**config.mk**
```make
export PLATFORM = sky130hd
export DESIGN_NAME = tlbmmu_ctrl
export DESIGN_NICKNAME = d
export VERILOG_FILES = /design/src/hdl/tlbmmu_pkg.sv /design/src/hdl/tlbmmu_ctrl.sv
export SDC_FILE = /design/constraint.sdc
export NUM_CORES = 1
export LEC_CHECK = 0
export BUFFER_PORTS_ARGS = -buffer_cell sky130_fd_sc_hd__buf_2
export CORE_MARGIN = 10
export CORE_UTILIZATION = 30
export CTS_CLUSTER_DIAMETER = 30
export CTS_CLUSTER_SIZE = 25
export DETAILED_ROUTE_END_ITERATION = 6
export PLACE_DENSITY_LB_ADDON = 0.1
export REMOVE_ABC_BUFFERS = 1
export SETUP_SLACK_MARGIN = 0.3
export SYNTH_ARGS = -nofsm -noshare
export SYNTH_HDL_FRONTEND = slang
export SYNTH_SLANG_ARGS = --single-unit
export TNS_END_PERCENT = 5
```
**constraint.sdc**
```tcl
create_clock -name i_clk -period 2.4 [get_ports i_clk]
set_clock_uncertainty 0.2 [all_clocks]
set_input_delay 0.48 -clock i_clk [delete_from_list [all_inputs] [get_ports i_clk]]
set_output_delay 0.48 -clock i_clk [all_outputs]
set_load 0.005 [all_outputs]
```
**src/hdl/tlbmmu_pkg.sv**
```systemverilog
`timescale 1ns / 1ps
// ----------------------------------------------------------------------------
// tlbmmu_pkg
// Shared types and constants of the demand-paging MMU: word formats,
// controller commands and datapath status.
// ----------------------------------------------------------------------------
package tlbmmu_pkg;

    localparam int NUM_PAGES  = 256;
    localparam int NUM_FRAMES = 128;
    localparam int TLB_SIZE   = 16;
    localparam int PAGE_SIZE  = 256;

    localparam int PAGE_W  = $clog2(NUM_PAGES);
    localparam int OFF_W   = $clog2(PAGE_SIZE);
    localparam int FRAME_W = $clog2(NUM_FRAMES);
    localparam int TLB_W   = $clog2(TLB_SIZE);
    localparam int CNT_W   = FRAME_W + 1;
    localparam int VA_W    = 16;
    localparam int PA_W    = 15;

    typedef struct packed {
        logic [VA_W-1:0] virt_addr;
        logic            write_req;
    } t_in_word;

    typedef struct packed {
        logic [PA_W-1:0]   paddr;
        logic              tlb_hit;
        logic              page_fault;
        logic              write_back;
        logic [PAGE_W-1:0] evicted_page;
        logic              evict_valid;
    } t_out_word;

    typedef struct packed {
        logic capture;
        logic look;
        logic pt_rd;
        logic evict_rd;
        logic evict_dirty;
        logic fill;
        logic touch;
        logic unlink;
        logic append;
        logic finish;
    } t_cmd;

    typedef struct packed {
        logic hit;
        logic pt_valid;
        logic full;
        logic new_frame;
        logic at_tail;
        logic out_free;
    } t_status;

endpackage

```
**src/hdl/tlbmmu_ctrl.sv**
```systemverilog
`timescale 1ns / 1ps
// ----------------------------------------------------------------------------
// tlbmmu_ctrl
// Sequencer of one translation: tlb lookup, page-table read, eviction,
// tlb fill, lru updates and result hand-off.
// ----------------------------------------------------------------------------
module tlbmmu_ctrl
    import tlbmmu_pkg::*;
(
    input  logic    i_clk,
    input  logic    i_rst_n,
    input  logic    i_in_valid,
    output logic    o_in_ready,
    input  t_status i_status,
    output t_cmd    o_cmd
);

    typedef enum logic [9:0] {
        S_IDLE  = 10'b00_0000_0001,
        S_LOOK  = 10'b00_0000_0010,
        S_PTR   = 10'b00_0000_0100,
        S_EVR   = 10'b00_0000_1000,
        S_EVD   = 10'b00_0001_0000,
        S_FILL  = 10'b00_0010_0000,
        S_TOUCH = 10'b00_0100_0000,
        S_LUN   = 10'b00_1000_0000,
        S_LAP   = 10'b01_0000_0000,
        S_DONE  = 10'b10_0000_0000
    } t_state;

    t_state r_state, n_state;

    always_ff @(posedge i_clk) begin
        if (!i_rst_n) begin
            r_state <= S_IDLE;
        end else begin
            r_state <= n_state;
        end
    end

    always_comb begin
        n_state = r_state;
        o_cmd   = '0;
        case (r_state)
            S_IDLE: begin
                o_cmd.capture = i_in_valid;
                if (i_in_valid) n_state = S_LOOK;
            end
            S_LOOK: begin
                o_cmd.look = 1'b1;
                if (i_status.hit)           n_state = S_TOUCH;
                else if (i_status.pt_valid) n_state = S_PTR;
                else if (i_status.full)     n_state = S_EVR;
                else                        n_state = S_FILL;
            end
            S_PTR: begin
                o_cmd.pt_rd = 1'b1;
                n_state     = S_FILL;
            end
            S_EVR: begin
                o_cmd.evict_rd = 1'b1;
                n_state        = S_EVD;
            end
            S_EVD: begin
                o_cmd.evict_dirty = 1'b1;
                n_state           = S_FILL;
            end
            S_FILL: begin
                o_cmd.fill = 1'b1;
                n_state    = S_TOUCH;
            end
            S_TOUCH: begin
                o_cmd.touch = 1'b1;
                if (i_status.new_frame)    n_state = S_LAP;
                else if (i_status.at_tail) n_state = S_DONE;
                else                       n_state = S_LUN;
            end
            S_LUN: begin
                o_cmd.unlink = 1'b1;
                n_state      = S_LAP;
            end
            S_LAP: begin
                o_cmd.append = 1'b1;
                n_state      = S_DONE;
            end
            S_DONE: begin
                o_cmd.finish = i_status.out_free;
                if (i_status.out_free) n_state = S_IDLE;
            end
            default: begin
                n_state = S_IDLE;
            end
        endcase
    end

    assign o_in_ready = (r_state == S_IDLE);

endmodule

```
==> results of run 1 <==
==> kinds of logic (layout without fill, tap and decap cells) <==
group	after synthesis	count (layout)	synth area share, %
AND/OR/NAND/NOR	43	43	43.29
XOR/XNOR	1	1	1.403
flip-flops	10	10	32.06
AO/OA/AOI/OAI	17	17	20.24
buffers and inverters	5	33	3.006
==> power groups by stage <==
stage | clock network (mW) | registers, mW | logic [mW]
after floorplan | 0 | 0.180 | 0.0396
after global routing | 0.128 | 0.179 | 0.0813
after CTS | 0.118 | 0.177 | 0.0703
final | 0.113 | 0.178 | 0.0721
after global placement | 0 | 0.181 | 0.0711
after detailed placement | 0 | 0.182 | 0.0693
==> stage by stage <==
step | hold WS [ns] | utilization [%] | cell area [um^2]
after floorplan | 0.3046 | - | 624.3
after global placement | 0.3359 | 39.54 | 775.7
after detailed placement | 0.3490 | 39.54 | 775.7
after CTS | 0.2114 | 43.05 | 844.6
after global routing | 0.2301 | 44.01 | 863.3
final | 0.2237 | 44.01 | 863.3
==> worst max-delay path by stage <==
stage | startpoint | end | slack (ns)
global route | r_state[8] | o_cmd[6] | 0.14
detailed placement | r_state[7] | o_cmd[6] | 0.34
global placement | r_state[7] | o_cmd[6] | 0.36
CTS | r_state[8] | o_cmd[4] | 0.22
finish | r_state[8] | o_cmd[4] | 0.21
floorplan | r_state[7] | o_cmd[4] | 0.46
==> routing by layer <==
metal  share of wire [%]  wire [um]
met1                  49        889
met2                  46        836
met3                 3.6         65
met4                 1.8         33
met5                   0          0
==> what timing repair did <==
action	in CTS	in global routing
endpoints found under the hold margin	0	0
gates resized for setup	7	5
setup endpoints to repair	6	11
cloned	0	0
buffers inserted	3	0
pin swaps	0	0
==> cell usage in the layout, fill, tap and decap left out, drive strengths merged, types with 2 or more instances in the layout <==
cell / synthesis / final
a21oi: 3 / 3
and2b: 2 / 2
and3: 4 / 4
and4: 2 / 2
buf: 0 / 25
clkbuf: 0 / 3
dfxtp: 10 / 10
inv: 5 / 5
nand2: 3 / 3
nand3b: 3 / 3
nand4: 3 / 3
nor2: 8 / 8
nor2b: 2 / 2
nor3: 4 / 4
nor3b: 6 / 6
o2111ai: 2 / 2
o21ai: 3 / 3
==> cell type report <==
class                           instances  area, um^2
Multi-Input combinational cell         61       441.7
Fill cell                             215        1099
Sequential cell                        10       206.4
Tap cell                               27       33.78
Inverter                                5       18.77
Clock buffer                            3       22.52
Timing Repair Buffer                   25       140.1
==> out/qor.yml, run 1 <==
logic_synthesis:
  yosysTopAreaCell: "sky130_fd_sc_hd__dfxtp_1"
  synth_top_cells_by_area: "sky130_fd_sc_hd__dfxtp_1 (32%), sky130_fd_sc_hd__nor3b_1 (7.2%), sky130_fd_sc_hd__nor2_1 (4.2%)"
  synth_top_area_share_pct: 32.06
  area_of_the_mapped_netlist_um2: 624.3
  yosys.cell_count.top_type: "sky130_fd_sc_hd__dfxtp_1"
  synth_seq_cells: 10
  fraction_of_synthesis_flops_using_an_asynchronous_set_or_reset_pin_pct: 0
  synth.avg_cell_area_um2: 8.215
  synth_edf_count: 0
  yosys-top-cells-count: "sky130_fd_sc_hd__dfxtp_1 (10), sky130_fd_sc_hd__nor2_1 (7), sky130_fd_sc_hd__nor3b_1 (6), sky130_fd_sc_hd__inv_1 (5), sky130_fd_sc_hd__and3_1 (4)"
  synth_flop_cell: "sky130_fd_sc_hd__dfxtp_1"
  synth.lib_cells_used.distinct: 33
  synth-seq-area-share_pct: 32.06
  netlist_instances: 76
  yosys_warnings: 0
timing:
  max_freq_mhz: 457.0
  hold_violations: 0
  min_clock_period_post_route_ns: 2.188
  fin_crit_sh_pct: 91.16
  max-slew-margin-rel_pct: 67.10
  unrepaired_setup_endpoints_after_global_routing: "true"
  timing.final.ws_setup_ns: 0.2120
  tns_ns: 0
  final_max_slew_viol_count: 0
  worstMarginPinSlew_ns: 0.4935
  setup-violations-final: 0
placed_design:
  number_of_placed_instances_with_taps_included: 125
  port_buffers: 19
  final_weighted_congestion_of_routability_driven_global_placement: 0.7991
  dp.final_hpwl_um: 1415
  pre_cts_setup_slack_ns: 0.3379
setup_path:
  timing.critical_path.slowest_stage_cell: "sky130_fd_sc_hd__or3_4"
  ff2ff_setup_slack_ns: 0.50
  worstRegToRegCells: 5
  worstPathArrival_ns: 1.51
  critical_path_cell_count: 5
  critical-path-top-delay-family: "simple AND/OR/NAND/NOR gates"
  crit_path_end_kind: "output pin"
  critical_path.max_fanout: 4
  crit_type: "flip-flop to output pin"
  regToRegStartpoint: "r_state[8]"
  startpoint_type: "flip-flop"
  required_ns: 1.72
  critical-path-max-stage-delay_ns: 0.39
  cp_cell_sequence: "or3_4 -> nor3_2 -> buf_4 -> and3_1 -> buf_2"
  worst_r2r_endpoint: "r_state[0]"
  crit_buf_inv: 2
finish:
  largest_registers: "r_state (10)"
  final_nets: 115
  num_antenna_cells: 0
  top_register: "r_state"
  final-instance-count-excl-fill: 131
  layout-area-overhead-vs-synth_pct: 38.28
  layout-drive-gt1-share_pct: 42.31
  max_ffs_per_register: 10
clocking:
  ctsHoldBuffers: 0
  cts_tree: "yes"
  cts.root.buffer_cell: "sky130_fd_sc_hd__clkbuf_4"
  cts_htree_levels: 1
  cts.sink_count: 10
  cts-root-to-sink-buffers: 2
  insertion_delay_ns: 0.26
  worst_setup_hold_path_clk_slew_ns: 0.07
  cts_buffers: 3
worst_hold_path:
  worstHoldStart: "i_status[4]"
  hold_path_class: "input port to flip-flop"
  worstHoldPathCells: 2
  end_point_of_the_most_critical_hold_path: "r_state[3]"
die:
  placement_rows: 16
  initial_core_util_pct: 31.82
  floorplan.io_pins: 20
  fp.dieArea_um2: 4306
  die_wd_um: 65.62
  fp.coreArea_um2: 1962
  dieHeight_um: 65.62
global_route:
  busiest_layer: "met2"
  gr-usage-all-layers_pct: 9.396
  use_met1_pct: 11.59
  grtUsageMet2_pct: 13.89
  globalRouteMet3Util_pct: 2.881
  antenna_found_initial: 0
  grt_start_max_net_pins: 11
  via_count_of_the_first_global_routing_pass: 703
  grt.overflow.total: 0
  grt_first_pass_wirelength_um: 3187
job:
  timing.max_cap.violations: 0
pwr:
  proportion_of_power_drawn_by_flip_flops_and_latches_pct: 49.1
  power.leakage_nw: 0.3724
  switching_component_of_the_power_mw: 0.1030
  power.ir.vdd_worst_mv: 0.2401
  pwr_density_nw_per_um2: 420.9
  p_total_mw: 0.3633
  switching_share_pct: 28.35
  internal_power_mw: 0.2603
  p_comb_share_pct: 19.8
  pwr-share-clk_pct: 31.1
routing:
  dr.first_iter.drc_count: 20
  remaining_drc_errors: 0
  route.vias.total: 690
  final_wirelength_um: 1824
  route.detailed.wl_per_inst_um: 13.92
  detailedRoute.firstPassIterationCount: 4
  postRouteAntennaNets: 0
  post_drt_via_cell_ratio: 5.267
outcome:
  run_status: "finished, final reports clean"
No activity file was read; power rests on OpenSTA's default activity.
==> run 2, diff against run 1 <==
--- a/config.mk
+++ b/config.mk
@@ -7,7 +7,7 @@
 export LEC_CHECK = 0
 export BUFFER_PORTS_ARGS = -buffer_cell sky130_fd_sc_hd__buf_2
 export CORE_MARGIN = 10
-export CORE_UTILIZATION = 30
+export CORE_UTILIZATION = 48
 export CTS_CLUSTER_DIAMETER = 30
 export CTS_CLUSTER_SIZE = 25
 export DETAILED_ROUTE_END_ITERATION = 6
==> run 2 against run 1 <==
Utilization grew 29 points; cell area shrank 1.3%; maximum frequency grew 1.8%; first-iteration DRC count shrank 20%; global-route usage grew 1.5 points; clock power grew 34%; die area shrank 27%; highest routed layer unchanged.
==> out/qor.yml, run 2 (synthesized netlist as in run 1, its figures left out) <==
pwr:
  power.leakage_nw: 0.3764  # +1.1%
  p_total_mw: 0.4056  # +12%
  power.ir.vdd_worst_mv: 0.4144  # +73%
  pwr_density_nw_per_um2: 476.1  # +13%
clocking:
  cts_tree: "yes"
  insertion_delay_ns: 0.27  # about the same
  cts_htree_levels: 1  # unchanged
  worst_setup_hold_path_clk_slew_ns: 0.07  # about the same
  cts-root-to-sink-buffers: 2  # unchanged
  cts.sink_count: 10  # unchanged
  ctsHoldBuffers: 0  # unchanged
  cts_buffers: 3  # unchanged
  cts.root.buffer_cell: "sky130_fd_sc_hd__clkbuf_4"
die:
  floorplan.io_pins: 20  # unchanged
  die_wd_um: 56.07  # -15%
  initial_core_util_pct: 53.31  # +21 points
  fp.dieArea_um2: 3143  # -27%
  fp.coreArea_um2: 1171  # -40%
  dieHeight_um: 56.07  # -15%
  placement_rows: 12  # -4
timing:
  tns_ns: 0  # unchanged
  final_max_slew_viol_count: 0  # unchanged
  max_freq_mhz: 465.1  # +1.8%
  min_clock_period_post_route_ns: 2.150  # -0.03792 ns
  unrepaired_setup_endpoints_after_global_routing: "true"
  timing.final.ws_setup_ns: 0.2500  # +0.03792 ns
  setup-violations-final: 0  # unchanged
  worstMarginPinSlew_ns: 0.4402  # -0.05332 ns
  fin_crit_sh_pct: 89.58  # -1.6 points
  hold_violations: 0  # unchanged
  max-slew-margin-rel_pct: 70.65  # +3.6 points
finish:
  finish.utilization_pct: 72.76  # +29 points
  final-instance-count-excl-fill: 117  # -11%
  layout-drive-gt1-share_pct: 40.78  # -1.5 points
  top_register: "r_state"
  multi_input_area_um2: 449.2  # +1.7%
  largest_registers: "r_state (10)"
  final_nets: 113  # -1.7%
  final_common_cell: "sky130_fd_sc_hd__buf_2"
  num_antenna_cells: 0  # unchanged
  num-fill-cells: 94  # -56%
  highest_count_cells_in_the_layout_ignoring_fill_and_taps: "sky130_fd_sc_hd__buf_2 (19), sky130_fd_sc_hd__dfxtp_1 (8), sky130_fd_sc_hd__nor2_1 (6)"
  layout.area.seq_um2: 205.2  # -0.61%
  layout-area-overhead-vs-synth_pct: 36.47
  max_ffs_per_register: 10  # unchanged
setup_path:
  setup.worst_path.end: "o_cmd[4]"
  regToRegStartpoint: "r_state[8]"
  worst_r2r_endpoint: "r_state[0]"
  worstPathArrival_ns: 1.47  # -0.04 ns
  ff2ff_setup_slack_ns: 0.53  # +0.03 ns
  startpoint_type: "flip-flop"
  crit_start: "r_state[7]"
  critical_path.max_fanout: 5  # +1
  required_ns: 1.72  # about the same
  worstRegToRegCells: 5  # unchanged
  crit_type: "flip-flop to output pin"
  crit_path_end_kind: "output pin"
routing:
  dr.first_iter.drc_count: 16  # -20%
  post_drt_via_cell_ratio: 6.145  # +17%
  detailedRoute.firstPassIterationCount: 4  # unchanged
  postRouteAntennaNets: 0  # unchanged
  route.vias.total: 719  # +4.2%
  route.detailed.wl_per_inst_um: 15.62  # +12%
  final_wirelength_um: 1828  # +0.22%
  remaining_drc_errors: 0  # unchanged
global_route:
  gr-usage-all-layers_pct: 10.92  # +1.5 points
  use_met1_pct: 11.83  # +0.24 points
  grt_first_pass_wirelength_um: 2939  # -7.8%
  grtUsageMet2_pct: 18.58  # +4.7 points
  busiest_layer: "met2"
  antenna_found_initial: 0  # unchanged
  grt_start_max_net_pins: 11  # unchanged
  globalRouteMet3Util_pct: 4.100  # +1.2 points
  via_count_of_the_first_global_routing_pass: 695  # -1.1%
  grt.overflow.total: 0  # unchanged
placed_design:
  dp.final_hpwl_um: 1319  # -6.8%
  port_buffers: 19  # unchanged
  pre_cts_setup_slack_ns: 0.2298  # -0.1081 ns
  final_weighted_congestion_of_routability_driven_global_placement: 0.7746  # -3.1%
  number_of_placed_instances_with_taps_included: 111  # -11%
job:
  timing.max_cap.violations: 0  # unchanged
outcome:
  run_status: "finished, final reports clean"
worst_hold_path:
  hold_path_class: "input port to flip-flop"
-- run 2: how the worst min path moves through the flow --
stage	from	to	slack, ns	cells past startpoint
floorplan	r_state[7]	r_state[8]	0.30	2
global placement	r_state[7]	r_state[8]	0.34	2
detailed placement	r_state[7]	r_state[8]	0.35	2
CTS	i_status[4]	r_state[3]	0.20	2
global route	i_status[4]	r_state[3]	0.21	2
finish	i_status[4]	r_state[3]	0.20	2
-- run 2: through the flow --
| stage | hold slack [ns] | instance area (um^2) |
|---|---|---|
| after floorplan | 0.3046 | 624.3 |
| after global placement | 0.3408 | 752.0 |
| after detailed placement | 0.3452 | 752.0 |
| after CTS | 0.1991 | 822.0 |
| after global routing | 0.2093 | 852.1 |
| final | 0.1956 | 852.1 |
-- run 2: power by group --
group          leakage (nW)  switching (mW)  total [mW]  internal [mW]
Combinational         0.273          0.0418      0.0759         0.0340
Sequential           0.0823         0.00922       0.179          0.169
Clock                0.0210          0.0590       0.151         0.0921
Total                 0.376           0.110       0.406          0.296
-- run 2: final cells by class --
| class | count | share of cell area, % |
|---|---|---|
| Clock buffer | 4 | 4.258 |
| Inverter | 5 | 2.203 |
| Multi-Input combinational cell | 61 | 52.72 |
| Sequential cell | 10 | 24.08 |
| Tap cell | 14 | 2.056 |
| Timing Repair Buffer | 23 | 14.68 |
-- run 2: repair_timing --
item,in CTS,in global routing
gates resized for setup,5,7
setup endpoints to repair,4,11
pin swaps,3,3
buffers inserted,2,0
-- run 2: routing by layer --
| layer | wire length, um | part of all wire (%) | up-vias |
|---|---|---|---|
| met4 | 42 | 2.3 | 0 |
| met2 | 847 | 46 | 42 |
| met1 | 778 | 43 | 327 |
| li1 | - | - | 341 |
| met3 | 159 | 8.7 | 9 |
| met5 | 0 | 0 | - |
-- run 2: worst max-delay path, cell delays in order (launching register included) --
cell	delay, ns
sky130_fd_sc_hd__dfxtp_2	0.34
sky130_fd_sc_hd__or3_4	0.40
sky130_fd_sc_hd__nor3_4	0.19
sky130_fd_sc_hd__and3_1	0.18
sky130_fd_sc_hd__buf_2	0.10
